==> src/hdl/gmr_pkg.sv <==
package gmr_pkg;

    // Default sizes of the delay memory and of one audio sample
    localparam int DELAY_DEPTH_DEF  = 4096;
    localparam int SAMPLE_WIDTH_DEF = 16;

    // Configuration register widths
    localparam int ROOM_W     = 9;
    localparam int THRESH_W   = 15;
    localparam int ATTACK_W   = 16;
    localparam int HOLD_W     = 20;
    localparam int MIX_W      = 9;
    localparam int CFG_IDX_W  = 3;
    localparam int CFG_DATA_W = 20;

    // Configuration register indexes
    localparam logic [CFG_IDX_W-1:0] REG_ROOM_SIZE      = 3'd0;
    localparam logic [CFG_IDX_W-1:0] REG_GATE_THRESHOLD = 3'd1;
    localparam logic [CFG_IDX_W-1:0] REG_ATTACK_COEFF   = 3'd2;
    localparam logic [CFG_IDX_W-1:0] REG_HOLD_SAMPLES   = 3'd3;
    localparam logic [CFG_IDX_W-1:0] REG_MIX_LEVEL      = 3'd4;

    // Configuration reset values
    localparam logic [ROOM_W-1:0]   ROOM_SIZE_RST      = 9'd128;
    localparam logic [THRESH_W-1:0] GATE_THRESHOLD_RST = 15'd328;
    localparam logic [ATTACK_W-1:0] ATTACK_COEFF_RST   = 16'd64225;
    localparam logic [HOLD_W-1:0]   HOLD_SAMPLES_RST   = 20'd4800;
    localparam logic [MIX_W-1:0]    MIX_LEVEL_RST      = 9'd128;

    // Q0.16 coefficients: envelope release 0.99, gate open 0.3, gate close 0.1
    localparam logic [15:0] DECAY_COEFF      = 16'd64881;
    localparam logic [15:0] GATE_OPEN_COEFF  = 16'd19661;
    localparam logic [15:0] GATE_CLOSE_COEFF = 16'd6554;

    // Mix level full scale (Q8 one)
    localparam logic [MIX_W-1:0] MIX_FULL = 9'd256;

    // Gate and mix settings handed to the gain stage
    typedef struct packed {
        logic [THRESH_W-1:0] gate_threshold;
        logic [ATTACK_W-1:0] attack_coeff;
        logic [HOLD_W-1:0]   hold_samples;
        logic [MIX_W-1:0]    mix_level;
    } gmr_gate_cfg_t;

    // Base delay of each tap in samples
    function automatic logic [11:0] tap_base(input logic [1:0] idx);
        logic [11:0] base;
        case (idx)
            2'd0:    base = 12'd1000;
            2'd1:    base = 12'd1500;
            2'd2:    base = 12'd2200;
            default: base = 12'd3000;
        endcase
        return base;
    endfunction

endpackage

==> src/hdl/gmr_gate_mix.sv <==
module gmr_gate_mix #(
    parameter int SW = gmr_pkg::SAMPLE_WIDTH_DEF
) (
    input  logic                   aclk,
    input  logic                   aresetn,
    input  logic                   start,
    input  logic signed [SW-1:0]   wet,
    input  logic signed [SW-1:0]   left_dry,
    input  logic signed [SW-1:0]   right_dry,
    input  gmr_pkg::gmr_gate_cfg_t cfg,
    output logic                   done,
    output logic signed [SW-1:0]   left_out,
    output logic signed [SW-1:0]   right_out
);
    import gmr_pkg::*;

    localparam int MAW = (SW + 1 > 17) ? SW + 1 : 17;
    localparam int PW  = MAW + 18;

    localparam logic [3:0] ST_ENV_MUL0  = 4'd0;
    localparam logic [3:0] ST_ENV_MUL1  = 4'd1;
    localparam logic [3:0] ST_GATE_HOLD = 4'd2;
    localparam logic [3:0] ST_GATE_MUL  = 4'd3;
    localparam logic [3:0] ST_GATE_UPD  = 4'd4;
    localparam logic [3:0] ST_WET_GAIN  = 4'd5;
    localparam logic [3:0] ST_MIX_L     = 4'd6;
    localparam logic [3:0] ST_OUT_L     = 4'd7;
    localparam logic [3:0] ST_MIX_R     = 4'd8;
    localparam logic [3:0] ST_OUT_R     = 4'd9;

    logic                 busy_reg, busy_next;
    logic [3:0]           step_reg, step_next;
    logic                 done_reg, done_next;
    logic [SW-1:0]        env_reg, env_next;
    logic [15:0]          gate_reg, gate_next;
    logic [HOLD_W-1:0]    hold_reg, hold_next;

    logic                 att_reg;
    logic                 open_reg;
    logic signed [PW-1:0] acc_reg;
    logic signed [SW-1:0] gw_reg;
    logic signed [SW-1:0] lo_reg;
    logic signed [SW-1:0] ro_reg;

    logic [SW-1:0]         wet_mag;
    logic                  att;
    logic [MIX_W-1:0]      mix_m;
    logic [MIX_W-1:0]      mix_inv;
    logic signed [MAW-1:0] mul_a;
    logic signed [17:0]    mul_b;
    logic signed [PW-1:0]  prod;
    logic [SW-1:0]         env_new;
    logic [HOLD_W-1:0]     hold_eff;
    logic                  gate_open;
    logic [15:0]           gate_step;
    logic signed [PW-1:0]  mix_shift;
    logic                  sat_hi;
    logic                  sat_lo;
    logic signed [SW-1:0]  mix_sat;

    // Magnitude of the wet signal and envelope direction
    assign wet_mag = wet[SW-1] ? (~unsigned'(wet) + 1'b1) : unsigned'(wet);
    assign att     = wet_mag > env_reg;

    // Clamp the mix level at full wet
    assign mix_m   = (cfg.mix_level > MIX_FULL) ? MIX_FULL : cfg.mix_level;
    assign mix_inv = MIX_FULL - mix_m;

    // Operands of the shared multiplier for each step
    always_comb begin
        mul_a = '0;
        mul_b = '0;
        case (step_reg)
            ST_ENV_MUL0: begin
                mul_a = MAW'(env_reg);
                mul_b = att ? 18'(cfg.attack_coeff) : 18'(DECAY_COEFF);
            end
            ST_ENV_MUL1: begin
                mul_a = MAW'(wet_mag);
                mul_b = 18'(18'd65536 - 18'(cfg.attack_coeff));
            end
            ST_GATE_MUL: begin
                mul_a = open_reg ? MAW'(GATE_OPEN_COEFF) : MAW'(GATE_CLOSE_COEFF);
                mul_b = open_reg ? 18'(16'hFFFF - gate_reg) : 18'(gate_reg);
            end
            ST_GATE_UPD: begin
                mul_a = MAW'(left_dry);
                mul_b = 18'(mix_inv);
            end
            ST_WET_GAIN: begin
                mul_a = MAW'(wet);
                mul_b = 18'(gate_reg);
            end
            ST_MIX_L, ST_MIX_R: begin
                mul_a = MAW'(gw_reg);
                mul_b = 18'(mix_m);
            end
            ST_OUT_L: begin
                mul_a = MAW'(right_dry);
                mul_b = 18'(mix_inv);
            end
            default: begin
                mul_a = '0;
                mul_b = '0;
            end
        endcase
    end

    assign prod = PW'(mul_a) * PW'(mul_b);

    // Envelope result, hold reload and gate direction
    assign env_new   = acc_reg[16 +: SW];
    assign hold_eff  = (32'(env_new) > 32'(cfg.gate_threshold)) ? cfg.hold_samples : hold_reg;
    assign gate_open = (hold_eff != '0);
    assign gate_step = acc_reg[31:16];

    // Scale the mix sum back to Q1.15 and saturate
    assign mix_shift = acc_reg >>> 8;
    assign sat_hi    = ~mix_shift[PW-1] && (|mix_shift[PW-2:SW-1]);
    assign sat_lo    = mix_shift[PW-1] && ~(&mix_shift[PW-2:SW-1]);
    assign mix_sat   = sat_hi ? {1'b0, {(SW-1){1'b1}}}
                     : (sat_lo ? {1'b1, {(SW-1){1'b0}}} : mix_shift[SW-1:0]);

    // Sequence the steps and update envelope, hold and gate state
    always_comb begin
        busy_next = busy_reg;
        step_next = step_reg;
        done_next = 1'b0;
        env_next  = env_reg;
        gate_next = gate_reg;
        hold_next = hold_reg;
        if (start) begin
            busy_next = 1'b1;
            step_next = ST_ENV_MUL0;
        end else if (busy_reg) begin
            step_next = step_reg + 4'd1;
            case (step_reg)
                ST_GATE_HOLD: begin
                    env_next  = env_new;
                    hold_next = gate_open ? hold_eff - 1'b1 : hold_eff;
                end
                ST_GATE_UPD: begin
                    gate_next = open_reg ? gate_reg + gate_step : gate_reg - gate_step;
                end
                ST_OUT_R: begin
                    busy_next = 1'b0;
                    done_next = 1'b1;
                end
                default: begin
                    step_next = step_reg + 4'd1;
                end
            endcase
        end
    end

    always_ff @(posedge aclk) begin
        if (!aresetn) begin
            busy_reg <= 1'b0;
            step_reg <= ST_ENV_MUL0;
            done_reg <= 1'b0;
            env_reg  <= '0;
            gate_reg <= '0;
            hold_reg <= '0;
        end else begin
            busy_reg <= busy_next;
            step_reg <= step_next;
            done_reg <= done_next;
            env_reg  <= env_next;
            gate_reg <= gate_next;
            hold_reg <= hold_next;
        end
    end

    // Accumulate products and capture intermediate results
    always_ff @(posedge aclk) begin
        if (busy_reg) begin
            case (step_reg)
                ST_ENV_MUL0: begin
                    att_reg <= att;
                    acc_reg <= prod;
                end
                ST_ENV_MUL1: begin
                    acc_reg <= att_reg ? acc_reg + prod : acc_reg;
                end
                ST_GATE_HOLD: begin
                    open_reg <= gate_open;
                end
                ST_GATE_MUL: begin
                    acc_reg <= prod + PW'(65535);
                end
                ST_GATE_UPD: begin
                    acc_reg <= prod;
                end
                ST_WET_GAIN: begin
                    gw_reg <= prod[16 +: SW];
                end
                ST_MIX_L, ST_MIX_R: begin
                    acc_reg <= acc_reg + prod;
                end
                ST_OUT_L: begin
                    lo_reg  <= mix_sat;
                    acc_reg <= prod;
                end
                ST_OUT_R: begin
                    ro_reg <= mix_sat;
                end
                default: begin
                    acc_reg <= acc_reg;
                end
            endcase
        end
    end

    assign done      = done_reg;
    assign left_out  = lo_reg;
    assign right_out = ro_reg;

endmodule

==> config.mk <==
export PLATFORM = sky130hd
export DESIGN_NAME = gmr_gate_mix
export DESIGN_NICKNAME = d
export VERILOG_FILES = /design/src/hdl/gmr_pkg.sv /design/src/hdl/gmr_gate_mix.sv
export SDC_FILE = /design/constraint.sdc
export NUM_CORES = 1
export LEC_CHECK = 0
export ABC_AREA = 1
export BUFFER_PORTS_ARGS = -buffer_cell sky130_fd_sc_hd__buf_2
export CAP_MARGIN = 30
export CORE_ASPECT_RATIO = 1.25
export CORE_MARGIN = 2
export CORE_UTILIZATION = 45
export DETAILED_ROUTE_END_ITERATION = 8
export PLACE_DENSITY = 0.73
export SKIP_LAST_GASP = 1
export SLEW_MARGIN = 20
export SYNTH_ARGS = -nofsm -noshare
export SYNTH_HDL_FRONTEND = slang
export SYNTH_SLANG_ARGS = --single-unit
==> constraint.sdc <==
create_clock -name aclk -period 13.06 [get_ports aclk]
set_input_delay 0.653 -clock aclk [delete_from_list [all_inputs] [get_ports aclk]]
set_output_delay 0.653 -clock aclk [all_outputs]
set_load 0.02 [all_outputs]
### Word level (Yosys, flattened, before mapping)

Index checks and enable logic that the tools add are counted.

* register bits: 143
* bits of input ports: 111

* add/sub/neg operators: 10
* multiply operators: 1
* order comparisons: 3
* equal/unequal tests: 10
* multiplexer cells: 18
* bitwise operators: 6
* reduce and logical (&&, ||, !) cells: 20

Operator list (count)
* $pmux W35 S4: 1
* $pmux W17 S7: 1
* $pmux W18 S6: 1
* $mux W16: 5
* $mux W20: 2
* $add A35 B17 Y35 const B: 1
* $add A35 B35 Y35: 1
* $mul A17 B18 Y35: 1
* $mux W35: 1
* $reduce_bool A20 Y1: 1
* $sub A20 B1 Y20 const B: 1
* $mux W18: 1
* $sub A17 B16 Y18 const A: 1
* $sub A16 B16 Y17 const A: 1
* $add A16 B1 Y16 const B: 1
* $add A16 B16 Y16: 1
* $eq A4 B3 Y1 const B: 4
* $gt A16 B15 Y1: 1
* $gt A16 B16 Y1: 1
* $not A16 Y16: 1
* $sub A16 B16 Y16: 1
* $mux W15: 1
* $reduce_and A12 Y1: 1
* $reduce_or A12 Y1: 1
* other kinds (17): 36

### Depth between registers and ports, before layout

* word-level depth: 10
* mapped depth: 60

### Worst setup path before layout

OpenSTA, ideal clock, no wires.

* path kind: input port to flip-flop
* from: in wet[5]
* to: reg acc_reg[34] (data pin)
* setup time: 263 ps
* arrival: 9379 ps
* data required time: 12797 ps
* setup slack: 3418 ps
* cell stages on the path: 48
* buffers on the path: 2
* path through: nor2_1 nand2_1 nor2_1 nand3_1 nor3_1 inv_1 nor4_1 ha_1 nand4_1 nor3_1 nand2_1 nand2_1 nand2_1 clkbuf_1 o21ai_0 nand3_1 inv_1 buf_2 [... 12 more ...] a21oi_1 o21ai_0 a21oi_2 o21ai_0 a21boi_0 o21ai_0 xnor2_1 inv_1 ha_1 nand2_1 nor2_1 inv_1 nor4_1 nand3b_1 nand3_1 o21bai_1 nand3_1 xor2_1

* word-level cells in the longest chain between the ends: 10

Ends and longest elaborated chain
* from (decl): RTL line gmr_gate_mix.sv:7 `input logic signed [SW-1:0] wet,`
* $not A16 Y16: RTL line gmr_gate_mix.sv:62 `assign wet_mag = wet[SW-1] ? (~unsigned'(wet) + 1'b1) : unsigned'(wet);`
* $add A16 B1 Y16: RTL line gmr_gate_mix.sv:62
* $mux W16: RTL line gmr_gate_mix.sv:62
* $gt A16 B16 Y1: RTL line gmr_gate_mix.sv:63 `assign att = wet_mag > env_reg;`
* $mux W16: RTL line gmr_gate_mix.sv:76 `mul_b = att ? 18'(cfg.attack_coeff) : 18'(DECAY_COEFF);`
* $pmux W18 S6: RTL line gmr_gate_mix.sv:73 `case (step_reg)`
* $mul A17 B18 Y35 *: RTL line gmr_gate_mix.sv:109 `assign prod = PW'(mul_a) * PW'(mul_b);`
* via prod[26]: RTL line gmr_gate_mix.sv:51 `logic signed [PW-1:0] prod;`
* $add A35 B35 Y35: RTL line gmr_gate_mix.sv:183, gmr_gate_mix.sv:198
* $mux W35: RTL line gmr_gate_mix.sv:183 `acc_reg <= att_reg ? acc_reg + prod : acc_reg;`
* $pmux W35 S4 *: RTL line gmr_gate_mix.sv:177 `case (step_reg)`
* to (signal assigned): RTL line gmr_gate_mix.sv:180 `acc_reg <= prod;`
* to (signal assigned): RTL line gmr_gate_mix.sv:183
* to (signal assigned): RTL line gmr_gate_mix.sv:198 `acc_reg <= acc_reg + prod;`
* to (decl): RTL line gmr_gate_mix.sv:40 `logic signed [PW-1:0] acc_reg;`

The timed path passes the listed nets; every way through them passes the cells marked *. The select of a mux whose other input is x is not followed.
A chain may end at the register's enable or synchronous reset.

### Worst setup path in the final report

* from: in wet[6]
* to: reg acc_reg[34] (data pin)

The elaborated chain is that of the path after synthesis.

==> results.toml <==
[layout]
multi_input_area_um2 = 15800
drive_above_1_share = 0.0973
ff_latch_area_um2 = 3710
fillers = 4816
syn_to_final_growth_pct = 8.62
fin_nets = 3645
diodes = 0
largest_register_ffs = 35
fin_cells = 3748

[worst_setup_path]
crit_type = "in -> reg"
worst_ep_required_time_ps = 13250
worstPathArrival_ps = 11100
crit_path_max_incr_delay_ps = 570
cp_common_cell = "inv_1"
critPathCaptureType = "register"
slowest_stage = "fa_1"
cp_max_fo = 13
r2r_start = "step_reg[1]"
cp-start-kind = "input pin"
setup.worst_path.start = "wet[6]"

[die]
die_height_um = 252
die_w_um = 202
start_util = 0.457
ios = 144
rows = 90
core_area_um2 = 48400
dieArea_um2 = 51000

[logic_synthesis]
synth_compound_area_frac = 0.122
synth_mux_area_frac = 0.000904
synth_top_family_by_area = "adder cells"
yosys.area.top_type_share = 0.204
synth_seq_cells = 143
synth_cell_types = 67
synth-simple-area-share = 0.228
synth-xor-area-share = 0.0344
synth_area_leaders = "fa_1 (20%), ha_1 (12%), edfxtp_1 (12%)"
async_flop_share = 0
ys.flop_type = "edfxtp_1"
synth_nets = 3543
yosysTopAreaCell = "fa_1"
synth_seq_area_share = 0.168
synth_commonest_cells = "nand2_1 (569), inv_1 (567), nor2_1 (363), fa_1 (226), ha_1 (217)"
syn_inst = 2989
synth_fa_ha_area_frac = 0.327
synth_warnings = 0
synth_edf_count = 85
synth.avg_cell_area_um2 = 7.41
post-synth-top-count-cell = "nand2_1"
synth_area_um2 = 22100

[timing]
finalSetupTns_ps = 0
worstMarginPinSlew_ps = 997
rsz0062_at_grt = "false"
fin_ws_ps = 2160
fin_crit_sh = 0.835
finalSetupViolCount = 0
final_max_slew_viol_count = 0
finalCriticalPeriod_ps = 10900
holdWs_ps = 468
clock_skew_ps = 18.0
maxSlewHeadroom = 0.330
fmax_ghz = 0.0917
hold_violations = 0

[clock_tree]
cts_made_buffers = 17
cts.sinks = 143
tritoncts = "built"
cts_setup_buffers = 0
h-tree-depth = 4
cts_buffer_depth = 2
cts_hold_buf = 0
clkSlewWorstSetupHoldPaths_ps = 70
cts_root_buf = "clkbuf_16"
cts_resized = 0
clk_latency_ps = 460

[hold_path]
hold_start = "hold_reg[1]"
hold_class = "reg -> reg"

[routing]
drc = 0
vias = 20300
wl_um = 69900
drt_pass1_iterations = 5
drt-initial-drc-count = 1473
ant_nets = 0
viasPerCell = 5.42
wire_per_inst_um = 18.7

[run_status]
status = "completed"

[run]
drv_cap = 0

[global_route]
antenna_found_initial = 0
grt_pass1_vias = 20300
grt_max_degree = 58
gr-total-overflow = 0
grt_pass1_wl_um = 108000
grt_use_total = 0.274

[power_and_ir_drop]
ir_worst_vdd_uv = 90.1
cellPowerDensity_nw_per_um2 = 94.9
p_leak_nw = 12.4
p_total_mw = 2.28

[placement]
dpl_worst_slack_ps = 1770
gp_congestion = 1.04
dp.cells = 3716
hpwl_um = 57400
numPortBuffers = 143
==> final cells by class <==
class	count	area share
flip-flops and latches	143	0.154
well taps	644	0.0335
clock buffers	18	0.0183
clock inverters	14	0.00692
inverters	597	0.0932
multi-input cells	2172	0.659
repair buffers	160	0.0350
==> logic make-up (layout without fill, tap and decap cells) <==
| group | count (synthesis) | count (layout) |
|---|---|---|
| adders and majority gates | 443 | 443 |
| xor gates and xnor gates | 87 | 87 |
| and+or+nand+nor | 1174 | 1174 |
| AOI/OAI and AO/OA | 466 | 466 |
| DFF | 143 | 143 |
| muxes | 2 | 2 |
| buffers and inverters | 674 | 789 |
==> metrics by stage <==
step	util	cell area [um2]
after floorplan	-	22100
after global placement	0.484	23400
after detailed placement	0.484	23400
after CTS	0.497	24000
after global routing	0.497	24000
final	0.497	24000
==> worst max-delay path, delay by kind of cell <==
| family | cells | cell delay, ps |
|---|---|---|
| xor gates and xnor gates | 2 | 310 |
| buffers and inverters | 9 | 1070 |
| and+or+nand+nor | 20 | 3420 |
| adders and majority gates | 9 | 4070 |
| AOI/OAI and AO/OA | 7 | 1580 |
==> layout by cell type, fill, tap and decap left out, types with 7 or more instances in the layout <==
cell and count:
a211oi_1 17, a21o_1 13, a21oi_1 174, a221oi_1 8, a31oi_1 26, and2_1 13
buf_2 144, buf_4 16, clkbuf_16 17, dfxtp_1 58, edfxtp_1 85, fa_1 226
ha_1 217, inv_1 567, inv_2 28, nand2_1 569, nand2_2 21, nand3_1 85
nand3b_1 20, nand4_1 16, nor2_1 361, nor2_2 14, nor2_4 7, nor3_1 28
nor4_1 8, o211ai_1 17, o21ai_0 153, or2_2 11, xnor2_1 28, xor2_1 59
==> routing by layer <==
layer  track usage  wire length (um)
met5             0                 0
met4         0.162              4360
met3        0.0406              5240
met2         0.481             33900
met1         0.316             26400
==> final timing paths <==
kind	cells after the start	slack, ps	endpoint
hold reg to reg	2	470	hold_reg[1]
hold / removal	2	470	hold_reg[1]
setup / recovery	47	2160	acc_reg[34]
setup reg to reg	45	2520	acc_reg[30]
==> where the power goes <==
part | switching [mW] | internal (mW)
sequential | 0.0298 | 0.521
combinational | 0.811 | 0.406
clock | 0.223 | 0.292
total | 1.06 | 1.22
No activity file was read; power rests on OpenSTA's default activity.
